`config.mk`:
```
export PLATFORM = sky130hd
export DESIGN_NAME = otwpd_ctrl
export DESIGN_NICKNAME = d
export VERILOG_FILES = /design/src/otwpd_pkg.sv /design/src/otwpd_ctrl.sv
export SDC_FILE = /design/constraint.sdc
export NUM_CORES = 1
export LEC_CHECK = 0
export ABC_AREA = 1
export ABC_CLOCK_PERIOD_IN_PS = 4100
export BUFFER_PORTS_ARGS = -buffer_cell sky130_fd_sc_hd__buf_2
export CAP_MARGIN = 30
export CORE_AREA = 2 2 53 55
export CTS_CLUSTER_SIZE = 10
export DETAILED_ROUTE_END_ITERATION = 10
export DIE_AREA = 0 0 55 57
export SYNTH_ARGS = -nofsm -noshare
export SYNTH_HDL_FRONTEND = slang
export SYNTH_SLANG_ARGS = --single-unit
```
`constraint.sdc`:
```
create_clock -name clk -period 4.1 [get_ports clk]
set_clock_uncertainty 0.05 [all_clocks]
set_input_delay 0.82 -clock clk [delete_from_list [all_inputs] [get_ports clk]]
set_output_delay 0.82 -clock clk [all_outputs]
set_load 0.05 [all_outputs]
```
`src/otwpd_pkg.sv`:
```
// ----------------------------------------------------------------------------
// otwpd_pkg: shared types and constants of the omni base tracker
// Fixed-point formats, controller commands, status and helper functions.
// ----------------------------------------------------------------------------
package otwpd_pkg;

	// Fractional bits of every pose, gain and wheel quantity.
	localparam int FRAC_BITS = 16;
	// Fractional bits of sine, cosine and sqrt(3)/2.
	localparam int TRIG_FRAC = 30;
	localparam int ANG_SHIFT = TRIG_FRAC - FRAC_BITS;

	// Accumulator width, enough for the sum of two 33 x 33 products.
	localparam int ACC_W = 67;
	// Dividend width of the velocity divider: 33-bit difference scaled up.
	localparam int DIV_W = 33 + FRAC_BITS;
	localparam int ATAN_ENTRIES = 24;

	typedef logic signed [ACC_W-1:0] acc_t;

	// CORDIC angle constants with TRIG_FRAC fractional bits.
	localparam logic signed [34:0] PI_Q30      = 35'sd3373259426;
	localparam logic signed [34:0] TWO_PI_Q30  = 35'sd6746518852;
	localparam logic signed [34:0] HALF_PI_Q30 = 35'sd1686629713;
	localparam logic signed [32:0] CORDIC_K    = 33'sd652032874;
	localparam logic signed [32:0] SQRT3_HALF  = 33'sd929887697;

	// Pi rounded to FRAC_BITS fractional bits, for the heading error wrap.
	localparam logic signed [19:0] PI_Q =
		20'((64'sd3373259426 + (64'sd1 <<< (29 - FRAC_BITS))) >>> ANG_SHIFT);
	localparam logic signed [19:0] TWO_PI_Q = 20'(2 * PI_Q);

	// Configuration register indexes.
	localparam logic [1:0] CFG_PROP  = 2'd0;
	localparam logic [1:0] CFG_DERIV = 2'd1;
	localparam logic [1:0] CFG_ARM   = 2'd2;

	localparam logic [23:0] PROP_RESET  = 24'd4587520;
	localparam logic [23:0] DERIV_RESET = 24'd26214;
	localparam logic [15:0] ARM_RESET   = 16'd8520;

	// Multiply operations issued to the shared multiplier.
	typedef enum logic [3:0] {
		OP_NONE,
		OP_PX,
		OP_DX,
		OP_PY,
		OP_DY,
		OP_PT,
		OP_CUX,
		OP_SUY,
		OP_CUY,
		OP_SUX,
		OP_ARM,
		OP_CROSS
	} op_t;

	typedef enum logic [2:0] {
		S_IDLE,
		S_DIVX_GO,
		S_DIVX_RUN,
		S_DIVY_GO,
		S_DIVY_RUN,
		S_TRIG_WAIT,
		S_MUL,
		S_WRITE
	} state_t;

	typedef struct packed {
		logic capture;
		logic div_start;
		logic div_axis;
		op_t  mul_op;
		logic load_out;
	} cmd_t;

	typedef struct packed {
		logic div_done;
		logic cordic_busy;
	} status_t;

	function automatic logic signed [31:0] sat32(input acc_t v);
		logic [ACC_W-32:0] top;
		top = v[ACC_W-1:31];
		if (top == '0 || top == '1) begin
			return v[31:0];
		end
		return v[ACC_W-1] ? 32'sh8000_0000 : 32'sh7FFF_FFFF;
	endfunction

	function automatic logic signed [34:0] atan_q30(input logic [4:0] idx);
		case (idx)
			5'd0:    return 35'sd843314857;
			5'd1:    return 35'sd497837830;
			5'd2:    return 35'sd263043837;
			5'd3:    return 35'sd133525159;
			5'd4:    return 35'sd67021687;
			5'd5:    return 35'sd33543515;
			5'd6:    return 35'sd16775851;
			5'd7:    return 35'sd8388438;
			5'd8:    return 35'sd4194283;
			5'd9:    return 35'sd2097149;
			5'd10:   return 35'sd1048576;
			5'd11:   return 35'sd524288;
			5'd12:   return 35'sd262144;
			5'd13:   return 35'sd131072;
			5'd14:   return 35'sd65536;
			5'd15:   return 35'sd32768;
			5'd16:   return 35'sd16384;
			5'd17:   return 35'sd8192;
			5'd18:   return 35'sd4096;
			5'd19:   return 35'sd2048;
			5'd20:   return 35'sd1024;
			5'd21:   return 35'sd512;
			5'd22:   return 35'sd256;
			5'd23:   return 35'sd128;
			default: return 35'sd0;
		endcase
	endfunction

endpackage

```
`src/otwpd_ctrl.sv`:
```
// ----------------------------------------------------------------------------
// otwpd_ctrl: sequencer of the tracker
// Steps through capture, two divisions, the CORDIC wait, the multiplies and the output write.
// ----------------------------------------------------------------------------
module otwpd_ctrl
	import otwpd_pkg::*;
(
	input  logic    clk,
	input  logic    arst_n,
	input  logic    in_valid,
	output logic    in_ready,
	output logic    out_valid,
	input  logic    out_ready,
	output cmd_t    cmd,
	input  status_t st
);

	localparam logic [3:0] LAST_STEP = 4'd11;

	state_t     state_q;
	state_t     state_d;
	logic [3:0] step_q;
	logic       out_valid_q;
	logic       can_load;

	function automatic op_t step_op(input logic [3:0] step);
		case (step)
			4'd0:    return OP_PX;
			4'd1:    return OP_DX;
			4'd2:    return OP_PY;
			4'd3:    return OP_DY;
			4'd4:    return OP_PT;
			4'd5:    return OP_CUX;
			4'd6:    return OP_SUY;
			4'd7:    return OP_CUY;
			4'd8:    return OP_SUX;
			4'd9:    return OP_ARM;
			4'd10:   return OP_CROSS;
			default: return OP_NONE;
		endcase
	endfunction

	assign can_load = !out_valid_q || out_ready;

	always_comb begin
		state_d = state_q;
		case (state_q)
			S_IDLE:      if (in_valid) state_d = S_DIVX_GO;
			S_DIVX_GO:   state_d = S_DIVX_RUN;
			S_DIVX_RUN:  if (st.div_done) state_d = S_DIVY_GO;
			S_DIVY_GO:   state_d = S_DIVY_RUN;
			S_DIVY_RUN:  if (st.div_done) state_d = S_TRIG_WAIT;
			S_TRIG_WAIT: if (!st.cordic_busy) state_d = S_MUL;
			S_MUL:       if (step_q == LAST_STEP) state_d = S_WRITE;
			S_WRITE:     if (can_load) state_d = S_IDLE;
			default:     state_d = S_IDLE;
		endcase
	end

	always_comb begin
		cmd        = '0;
		cmd.mul_op = OP_NONE;
		in_ready   = 1'b0;
		case (state_q)
			S_IDLE: begin
				in_ready    = 1'b1;
				cmd.capture = in_valid;
			end
			S_DIVX_GO: begin
				cmd.div_start = 1'b1;
			end
			S_DIVY_GO: begin
				cmd.div_start = 1'b1;
				cmd.div_axis  = 1'b1;
			end
			S_DIVY_RUN: begin
				cmd.div_axis = 1'b1;
			end
			S_MUL: begin
				cmd.mul_op = step_op(step_q);
			end
			S_WRITE: begin
				cmd.load_out = can_load;
			end
			default: ;
		endcase
	end

	always_ff @(posedge clk or negedge arst_n) begin
		if (!arst_n) begin
			state_q     <= S_IDLE;
			step_q      <= '0;
			out_valid_q <= 1'b0;
		end else begin
			state_q <= state_d;
			if (state_q == S_MUL) begin
				step_q <= step_q + 1'b1;
			end else begin
				step_q <= '0;
			end
			if (cmd.load_out) begin
				out_valid_q <= 1'b1;
			end else if (out_ready) begin
				out_valid_q <= 1'b0;
			end
		end
	end

	assign out_valid = out_valid_q;

`ifndef SYNTHESIS
	a_div_done_in_run: assert property (@(posedge clk) disable iff (!arst_n)
		st.div_done |-> (state_q == S_DIVX_RUN || state_q == S_DIVY_RUN))
		else $error("divider finished outside a division state");
	a_trig_ready: assert property (@(posedge clk) disable iff (!arst_n)
		state_q == S_MUL |-> !st.cordic_busy)
		else $error("multiplies started before sine and cosine were ready");
	a_load_valid: assert property (@(posedge clk) disable iff (!arst_n)
		cmd.load_out |=> out_valid_q)
		else $error("loaded result not presented");
	a_no_overwrite: assert property (@(posedge clk) disable iff (!arst_n)
		cmd.load_out |-> (!out_valid_q || out_ready))
		else $error("pending result overwritten");
`endif

endmodule

```
==> impl_metrics.json, run 1 <==
{
  "yosysTopAreaCell": "dfrtp_1",
  "cts_hold_buffers": 0,
  "synthTopCellsByArea": "dfrtp_1 32%, ha_1 14%, nand2_1 9.1%",
  "firstDrtPassIters": 4,
  "numClockSinks": 8,
  "cp_max_fo": 9,
  "cts.reportedPaths.clkPinSlew_ns": 0.05,
  "p_int_mw": 0.2349,
  "r2r_start": "state_q[0]",
  "seqPwrFrac": 0.253,
  "fin_crit_sh": 0.6215,
  "htreeDepth": 1,
  "synth-seq-cells": 8,
  "synthFlopType": "dfrtp_1",
  "routed_wirelength_um": 1102,
  "vias": 564,
  "fin_nets": 113,
  "syn-num-nets": 94,
  "gp_congestion": 0.7988,
  "detail-route-antenna-nets": 0,
  "rows": 19,
  "grt_pass1_wl_um": 1752,
  "setup_viol": 0,
  "synth_common_cells": "15 x nand2_1, 14 x inv_1, 8 x dfrtp_1, 8 x nand3_1, 7 x ha_1",
  "rr_endpoint": "state_q[2]",
  "worst_setup_path_start_kind": "flip-flop",
  "async_reset_ff_frac": 1.000,
  "drv_cap": 0,
  "finalNonFillerCells": 129,
  "rrSetupSlack_ns": 2.55,
  "core_mm2": 0.002615,
  "min_period_ns": 2.548,
  "fin_ws_ns": 1.552,
  "initial_core_util": 0.2378,
  "post-dp-hpwl_um": 948.7,
  "clock_latency_ns": 0.25,
  "syn_inst": 81,
  "cts_tree": "done",
  "insertedDiodeCount": 0,
  "grt_pass1_vias": 494,
  "p_per_area_mw_per_mm2": 715.8,
  "pwr-share-comb": 0.639,
  "yosysMostFrequentCell": "nand2_1",
  "pwr-share-clk": 0.107,
  "io_pins": 16,
  "cp-end-kind": "primary output",
  "crit_required_ns": 3.23,
  "cts-resized-gates": 0,
  "port-buffer-count": 15,
  "ys_seq_area_frac": 0.3219,
  "avgRoutedWirePerCell_um": 8.543,
  "leakagePower_nw": 0.4334,
  "finalHoldViolCount": 0,
  "grt_setup_unrepaired": "no",
  "synthesis.area_um2": 621.8,
  "p_sw_frac": 0.5606,
  "max_freq_mhz": 392.5,
  "cts_buffers": 3,
  "grt_max_degree": 12,
  "gr-total-overflow": 0,
  "synth-edff-count": 0,
  "root_buffer": "clkbuf_4",
  "finalPower_mw": 0.5347,
  "avgSynthCellArea_um2": 7.677,
  "die_area_mm2": 0.003135,
  "worst_slew_pin_slew_ns": 0.4162,
  "drv_slew": 0,
  "viasPerCell": 4.372,
  "worstSetupPathType": "flip-flop to primary output",
  "drive_gt1_frac": 0.2959,
  "status": "completed",
  "ys_types": 18,
  "dp_slack_ns": 1.807,
  "ys_warn_count": 0,
  "cts.path.max_buffers": 2,
  "die_h_um": 57,
  "dp_cells": 126,
  "grt.total_usage": 0.07748,
  "post_cts_buffers": 0,
  "antenna_found_initial": 0,
  "p_sw_mw": 0.2998,
  "fin_tns_setup_ns": 0,
  "arrival_ns": 1.68,
  "slew_headroom": 0.7226,
  "worstRegToRegCells": 10,
  "drc": 0,
  "die_width_um": 55,
  "netlist.area_leader.share": 0.3219,
  "hp-class": "primary input to asynchronous set/reset pin",
  "areaGrowthSynthToFinish_pct": 20.12,
  "fill_cells": 291,
  "drt_iter0_markers": 6,
  "peakVddDrop_uv": 247.6
}
## metal layers
metal / wire length (µm) / vias up / track usage / part of all wire
met5: 0 / - / 0 / 0
met4: 0 / 0 / 0.01045 / 0
met3: 58 / 0 / 0.04712 / 0.053
met2: 591 / 8 / 0.1480 / 0.54
met1: 451 / 267 / 0.06699 / 0.41
li1: - / 289 / - / -
## power groups by stage
| stage | clock (mW) | sequential (mW) | combinational, mW |
|---|---|---|---|
| final | 0.0573 | 0.136 | 0.342 |
| after global routing | 0.0684 | 0.141 | 0.372 |
| after CTS | 0.0601 | 0.135 | 0.345 |
| after detailed placement | 0 | 0.137 | 0.344 |
| after global placement | 0 | 0.135 | 0.340 |
| after floorplan | 0 | 0.137 | 0.283 |
## cells in the final DEF, fill, tap and decap left out, types with 2 or more instances in the layout
cell / Yosys / routed
a21oi_1: 2 / 2
clkbuf_4: 0 / 3
dfrtp_1: 8 / 8
buf_2: 0 / 15
nand2_1: 15 / 15
nand3_1: 8 / 8
inv_1: 14 / 14
nand2_2: 5 / 5
nor2_4: 2 / 2
nand3_2: 2 / 2
nor3_1: 4 / 4
nor2_1: 6 / 6
o21ai_0: 2 / 2
ha_1: 7 / 7
## layout make-up
cell class	instances	area [µm²]	share of cell area
Clock buffer	3	22.52	0.03015
Inverter	15	58.81	0.07873
Multi-Input combinational cell	57	351.6	0.4707
Sequential cell	8	200.2	0.2680
Tap cell	31	38.79	0.05193
Timing Repair Buffer	15	75.07	0.1005
## logic make-up after synthesis
group,after synthesis,synth area share
and+or+nand+nor,43,0.3521
DFF,8,0.3219
adders and majority gates,7,0.1408
xor gates and xnor gates,2,0.02817
AOI/OAI and AO/OA,5,0.04427
buffers and inverters,16,0.1127
## state kept, by name, summed over array words and instances, names as in the netlist
signal	count
step_q	4
state_q	3
out_valid	1
## stage by stage
stage,area [µm²],utilization,hold slack (ns)
3_5_place_dp,724.4,0.2770,0.4411
3_3_place_gp,724.4,0.2770,0.4322
6_report,747.0,0.2856,0.3528
5_1_grt,747.0,0.2856,0.3491
2_1_floorplan,621.8,-,0.4061
4_1_cts,747.0,0.2856,0.3528
## worst max-delay path, cell delays in order, from the launching register on
cell and delay, ns:
dfrtp_1 0.41, inv_1 0.10, ha_1 0.24, nand2_2 0.15
a211oi_1 0.23, buf_2 0.29
## worst max path at each step
| stage | cells past startpoint | startpoint | end | slack, ns |
|---|---|---|---|---|
| after floorplan | 4 | state_q[0] | cmd[4] | 1.21 |
| after global placement | 5 | state_q[0] | cmd[4] | 1.86 |
| after detailed placement | 5 | state_q[0] | cmd[4] | 1.81 |
| after CTS | 5 | state_q[0] | cmd[4] | 1.53 |
| after global routing | 5 | state_q[0] | cmd[4] | 1.35 |
| final | 5 | state_q[0] | cmd[4] | 1.55 |
No activity file was read; power rests on OpenSTA's default activity.
==> run 2, diff against run 1 <==
ABC_CLOCK_PERIOD_IN_PS = 2200   (was 4100)
clock period = 2.2 ns   (was 4.1 ns; I/O delays follow)
==> run 2 against run 1 <==
  * Combinational power grew 93%
  * Global-route usage rose by 0.95 points
  * Die area is the same
  * Final area rose by 7.0%
  * Critical path type unchanged
==> impl_metrics.json, run 2 (synthesis results as in run 1) <==
{
  "worstRegToRegCells": 10,
  "core_mm2": 0.002615,
  "finalPower_mw": 1.035,
  "r2r_start": "state_q[0]",
  "setup_viol": 0,
  "root_buffer": "clkbuf_4",
  "grt_pass1_wl_um": 2021,
  "cp_max_fo": 4,
  "cts_tree": "done",
  "drt_iter0_markers": 7,
  "arrival_ns": 1.59,
  "grt_pass1_vias": 549,
  "vias": 571,
  "rrSetupSlack_ns": 0.73,
  "cts.path.max_buffers": 2,
  "rows": 19,
  "fin_hold_ws_ns": 0.4289,
  "rr_endpoint": "state_q[2]",
  "final_cell_mix": "15 x nand2_1, 14 x inv_1, 11 x buf_2, 8 x nand3_1, 8 x dfrtp_1",
  "seqPwrFrac": 0.249,
  "leakagePower_nw": 0.4475,
  "grt_setup_unrepaired": "no",
  "detail-route-antenna-nets": 0,
  "largest_reg_flops": 4,
  "insertedDiodeCount": 0,
  "die_h_um": 57,
  "routed_wirelength_um": 1224,
  "p_sw_frac": 0.5656,
  "pwr-share-comb": 0.637,
  "holdPathStages": 4,
  "min_period_ns": 2.077,
  "gp_congestion": 0.7906,
  "post-dp-hpwl_um": 1021,
  "postPlaceCellArea_um2": 734.5,
  "firstDrtPassIters": 4,
  "drive_gt1_frac": 0.3535,
  "hp-class": "primary input to flip-flop",
  "port-buffer-count": 15,
  "initial_core_util": 0.2378,
  "pwr-share-clk": 0.114,
  "die_width_um": 55,
  "max_freq_mhz": 481.4,
  "htreeDepth": 1,
  "hold_end": "out_valid",
  "die_area_mm2": 0.003135,
  "crit_required_ns": 1.71,
  "cp-end-kind": "primary output",
  "fin_nets": 114,
  "worst_slew_pin_slew_ns": 0.4608,
  "drv_slew": 0,
  "clock_latency_ns": 0.26,
  "viasPerCell": 4.392,
  "drv_cap": 0,
  "fin_area_um2": 799.5,
  "gr-total-overflow": 0,
  "fin_tns_setup_ns": 0,
  "p_sw_mw": 0.5854,
  "io_pins": 16,
  "hold_start": "out_ready",
  "avgRoutedWirePerCell_um": 9.415,
  "peakVddDrop_uv": 413.2,
  "slew_headroom": 0.6928,
  "numClockSinks": 8,
  "worstSetupPathType": "flip-flop to primary output",
  "grt.total_usage": 0.08693,
  "grt_max_degree": 12,
  "status": "completed",
  "fin_crit_sh": 0.9442,
  "areaGrowthSynthToFinish_pct": 28.57,
  "final_common_cell": "nand2_1",
  "post_cts_buffers": 0,
  "finalHoldViolCount": 0,
  "fin_ws_ns": 0.1227,
  "p_int_mw": 0.4496,
  "antenna_found_initial": 0,
  "top_register": "step_q",
  "worst_setup_path_start_kind": "flip-flop",
  "drc": 0,
  "cts.reportedPaths.clkPinSlew_ns": 0.06,
  "dp_slack_ns": 0.3104,
  "p_per_area_mw_per_mm2": 1295,
  "cts_buffers": 3
}
[run 2: cell types whose count changed in the layout (fill, tap and decap cells not counted), sizes merged]
| cell | change |
|---|---|
| dlygate4sd3 | +1 |
[run 2: final cells by class]
| type | instances | area (µm²) |
|---|---|---|
| multi-input cells | 57 | 384.1 |
| well taps | 31 | 38.79 |
| repair buffers | 16 | 95.09 |
| clock buffers | 3 | 22.52 |
| inverters | 15 | 58.81 |
| flip-flops and latches | 8 | 200.2 |
| fillers | 293 | 1815 |
[run 2: per-stage QoR]
stage,std cells,util
final,130,0.3057
after CTS,130,0.2933
after global placement,126,0.2809
after floorplan,81,-
after detailed placement,126,0.2809
after global routing,130,0.3057
[run 2: routing by layer]
layer | vias to the layer above | wire [µm] | track usage
met3 | 2 | 49 | 0.02356
met5 | - | 0 | 0
met4 | 0 | 8 | 0.04181
li1 | 289 | - | -
met1 | 272 | 465 | 0.07705
met2 | 8 | 700 | 0.1684
[run 2: critical path, cell delays in order, from the launching register on]
cell	delay (ns)
dfrtp_1	0.41
ha_1	0.27
inv_1	0.08
ha_1	0.13
inv_1	0.04
a211oi_2	0.16
buf_4	0.22
[run 2: worst max-delay path by stage]
stage / end / slack [ns] / cells after the start / startpoint
global route: cmd[4] / 0.03 / 6 / step_q[0]
detailed placement: cmd[4] / 0.31 / 5 / state_q[0]
global placement: cmd[4] / 0.36 / 5 / state_q[0]
finish: cmd[4] / 0.12 / 6 / step_q[0]
CTS: cmd[4] / 0.02 / 5 / state_q[0]
floorplan: cmd[1] / -0.21 / 4 / state_q[0]
[run 2: timing repair]
action | 4_1_cts | 5_1_grt
setup endpoints to repair | 0 | 4
hold buffers | 1 | 0
resized for setup | 0 | 13
endpoints found under the hold margin | 8 | 0
[run 2: power by group through the flow]
| stage | Clock [mW] | Combinational (mW) | Sequential (mW) |
|---|---|---|---|
| 2_1_floorplan | 0 | 0.533 | 0.256 |
| 3_3_place_gp | 0 | 0.638 | 0.253 |
| 3_5_place_dp | 0 | 0.649 | 0.256 |
| 4_1_cts | 0.124 | 0.652 | 0.254 |
| 5_1_grt | 0.129 | 0.719 | 0.264 |
| 6_report | 0.118 | 0.659 | 0.258 |
==> run 3, diff against run 2 <==
ABC_CLOCK_PERIOD_IN_PS = 1880   (was 2200)
clock period = 1.88 ns   (was 2.2 ns; I/O delays follow)
==> run 3 against run 2 <==
  * Wire length is 13% higher
  * Core utilization is 4.9 points higher
  * Worst hold slack worse by 0.076 ns
  * Setup slack worse by 0.11 ns
  * Largest cell class unchanged
  * Sequential cell count stayed put
==> impl_metrics.json, run 3 (synthesis results as in run 1) <==
{
  "cts.path.max_buffers": 2,
  "final_common_cell": "nand2_1",
  "drt_iter0_markers": 12,
  "dp_slack_ns": 0.08883,
  "max_freq_mhz": 536.9,
  "arrival_ns": 1.44,
  "cp_max_fo": 4,
  "p_per_area_mw_per_mm2": 1465,
  "crit_required_ns": 1.45,
  "busiest_layer": "met2",
  "fin_ws_ns": 0.01741,
  "finalHoldViolCount": 0,
  "drv_cap": 0,
  "core_mm2": 0.002615,
  "post-dp-hpwl_um": 1044,
  "drive_gt1_frac": 0.4712,
  "die_width_um": 55,
  "die_h_um": 57,
  "vias": 594,
  "rows": 19,
  "fin_crit_sh": 0.9907,
  "fin_tns_setup_ns": 0,
  "fin_nets": 119,
  "worst_setup_path_start_kind": "flip-flop",
  "avgRoutedWirePerCell_um": 10.28,
  "cts_buffers": 3,
  "finalNonFillerCells": 135,
  "areaGrowthSynthToFinish_pct": 49.09,
  "leakagePower_nw": 0.4713,
  "worst_slew_pin_slew_ns": 0.2514,
  "drv_slew": 0,
  "largest_reg_flops": 4,
  "slew_headroom": 0.8324,
  "dp_cells": 128,
  "r2r_start": "state_q[0]",
  "cp-end-kind": "primary output",
  "drc": 0,
  "grt_setup_unrepaired": "yes",
  "fin_area_um2": 927.1,
  "grt_max_degree": 11,
  "fin_hold_ws_ns": 0.3530,
  "postPlaceCellArea_um2": 764.5,
  "insertedDiodeCount": 0,
  "detail-route-antenna-nets": 0,
  "die_area_mm2": 0.003135,
  "finalPower_mw": 1.358,
  "peakVddDrop_uv": 578.0,
  "port-buffer-count": 15,
  "numClockSinks": 8,
  "root_buffer": "clkbuf_4",
  "gr-total-overflow": 0,
  "grtUsageMet3": 0.05497,
  "routed_wirelength_um": 1388,
  "cp_cell_sequence": "ha_4 -> inv_2 -> ha_4 -> inv_2 -> a211oi_2 -> buf_6",
  "top_register": "step_q",
  "global_route.usage.met2": 0.1633,
  "grt_pass1_vias": 521,
  "status": "completed",
  "cp_slowest_cell": "dfrtp_1",
  "firstDrtPassIters": 4,
  "io_pins": 16,
  "htreeDepth": 1,
  "viasPerCell": 4.400,
  "gp_congestion": 0.7858,
  "initial_core_util": 0.2378,
  "final_cell_mix": "15 x nand2_1, 9 x inv_1, 8 x nand3_1, 7 x buf_2, 7 x dfrtp_1",
  "utilization": 0.3545,
  "met1_usage": 0.08689,
  "hold_start": "out_ready",
  "critPathLaunch": "step_q[0]",
  "worstSetupPathType": "flip-flop to primary output",
  "cts_tree": "done",
  "crit_path_max_incr_delay_ns": 0.41,
  "grt.total_usage": 0.09162,
  "min_period_ns": 1.863,
  "grt_pass1_wl_um": 2049,
  "antenna_found_initial": 0,
  "cts.reportedPaths.clkPinSlew_ns": 0.05,
  "setup_viol": 0,
  "hp-class": "primary input to flip-flop",
  "clock_latency_ns": 0.25
}
[run 3: changes by cell type in the layout (fill, tap and decap cells not counted), sizes merged]
cell and change:
clkbuf +3, buf +2
[run 3: worst paths after layout]
kind | endpoint | depth (start not counted) | slack [ns]
max | cmd[4] | 6 | 0.02
max reg2reg | state_q[0] | 11 | 0.37
max in group asynchronous | state_q[1] | 2 | 1.16
min reg2reg | out_valid | 2 | 0.49
min in group asynchronous | step_q[2] | 2 | 0.44
min | out_valid | 4 | 0.35
[run 3: area by class of cell]
type	instances	area, µm²
Clock buffer	3	22.52
Fill cell	286	1688
Inverter	15	58.81
Multi-Input combinational cell	57	444.2
Sequential cell	8	201.4
Tap cell	31	38.79
Timing Repair Buffer	21	161.4
[run 3: critical path, delay by kind of cell (launching register included)]
family                     cells  cell delay, ns
DFF                            1            0.41
adders and majority gates      2            0.31
buffers and inverters          3            0.28
AOI/OAI and AO/OA              1            0.19
[run 3: power by group]
group	switching [mW]	internal, mW
Clock	0.0587	0.0731
Sequential	0.0547	0.227
Combinational	0.625	0.319
[run 3: timing repair]
action,in CTS,in global routing
buffers inserted,2,1
setup endpoints to repair,6,7
gates resized for setup,11,19
hold buffers,1,0
hold endpoints to repair,8,0
pin swaps,2,4
[run 3: layer usage]
layer,part of all wire,up-vias,wire [µm]
met5,0,-,0
met4,0.010,0,14
met1,0.37,280,519
met3,0.048,2,66
met2,0.57,12,787
li1,-,300,-
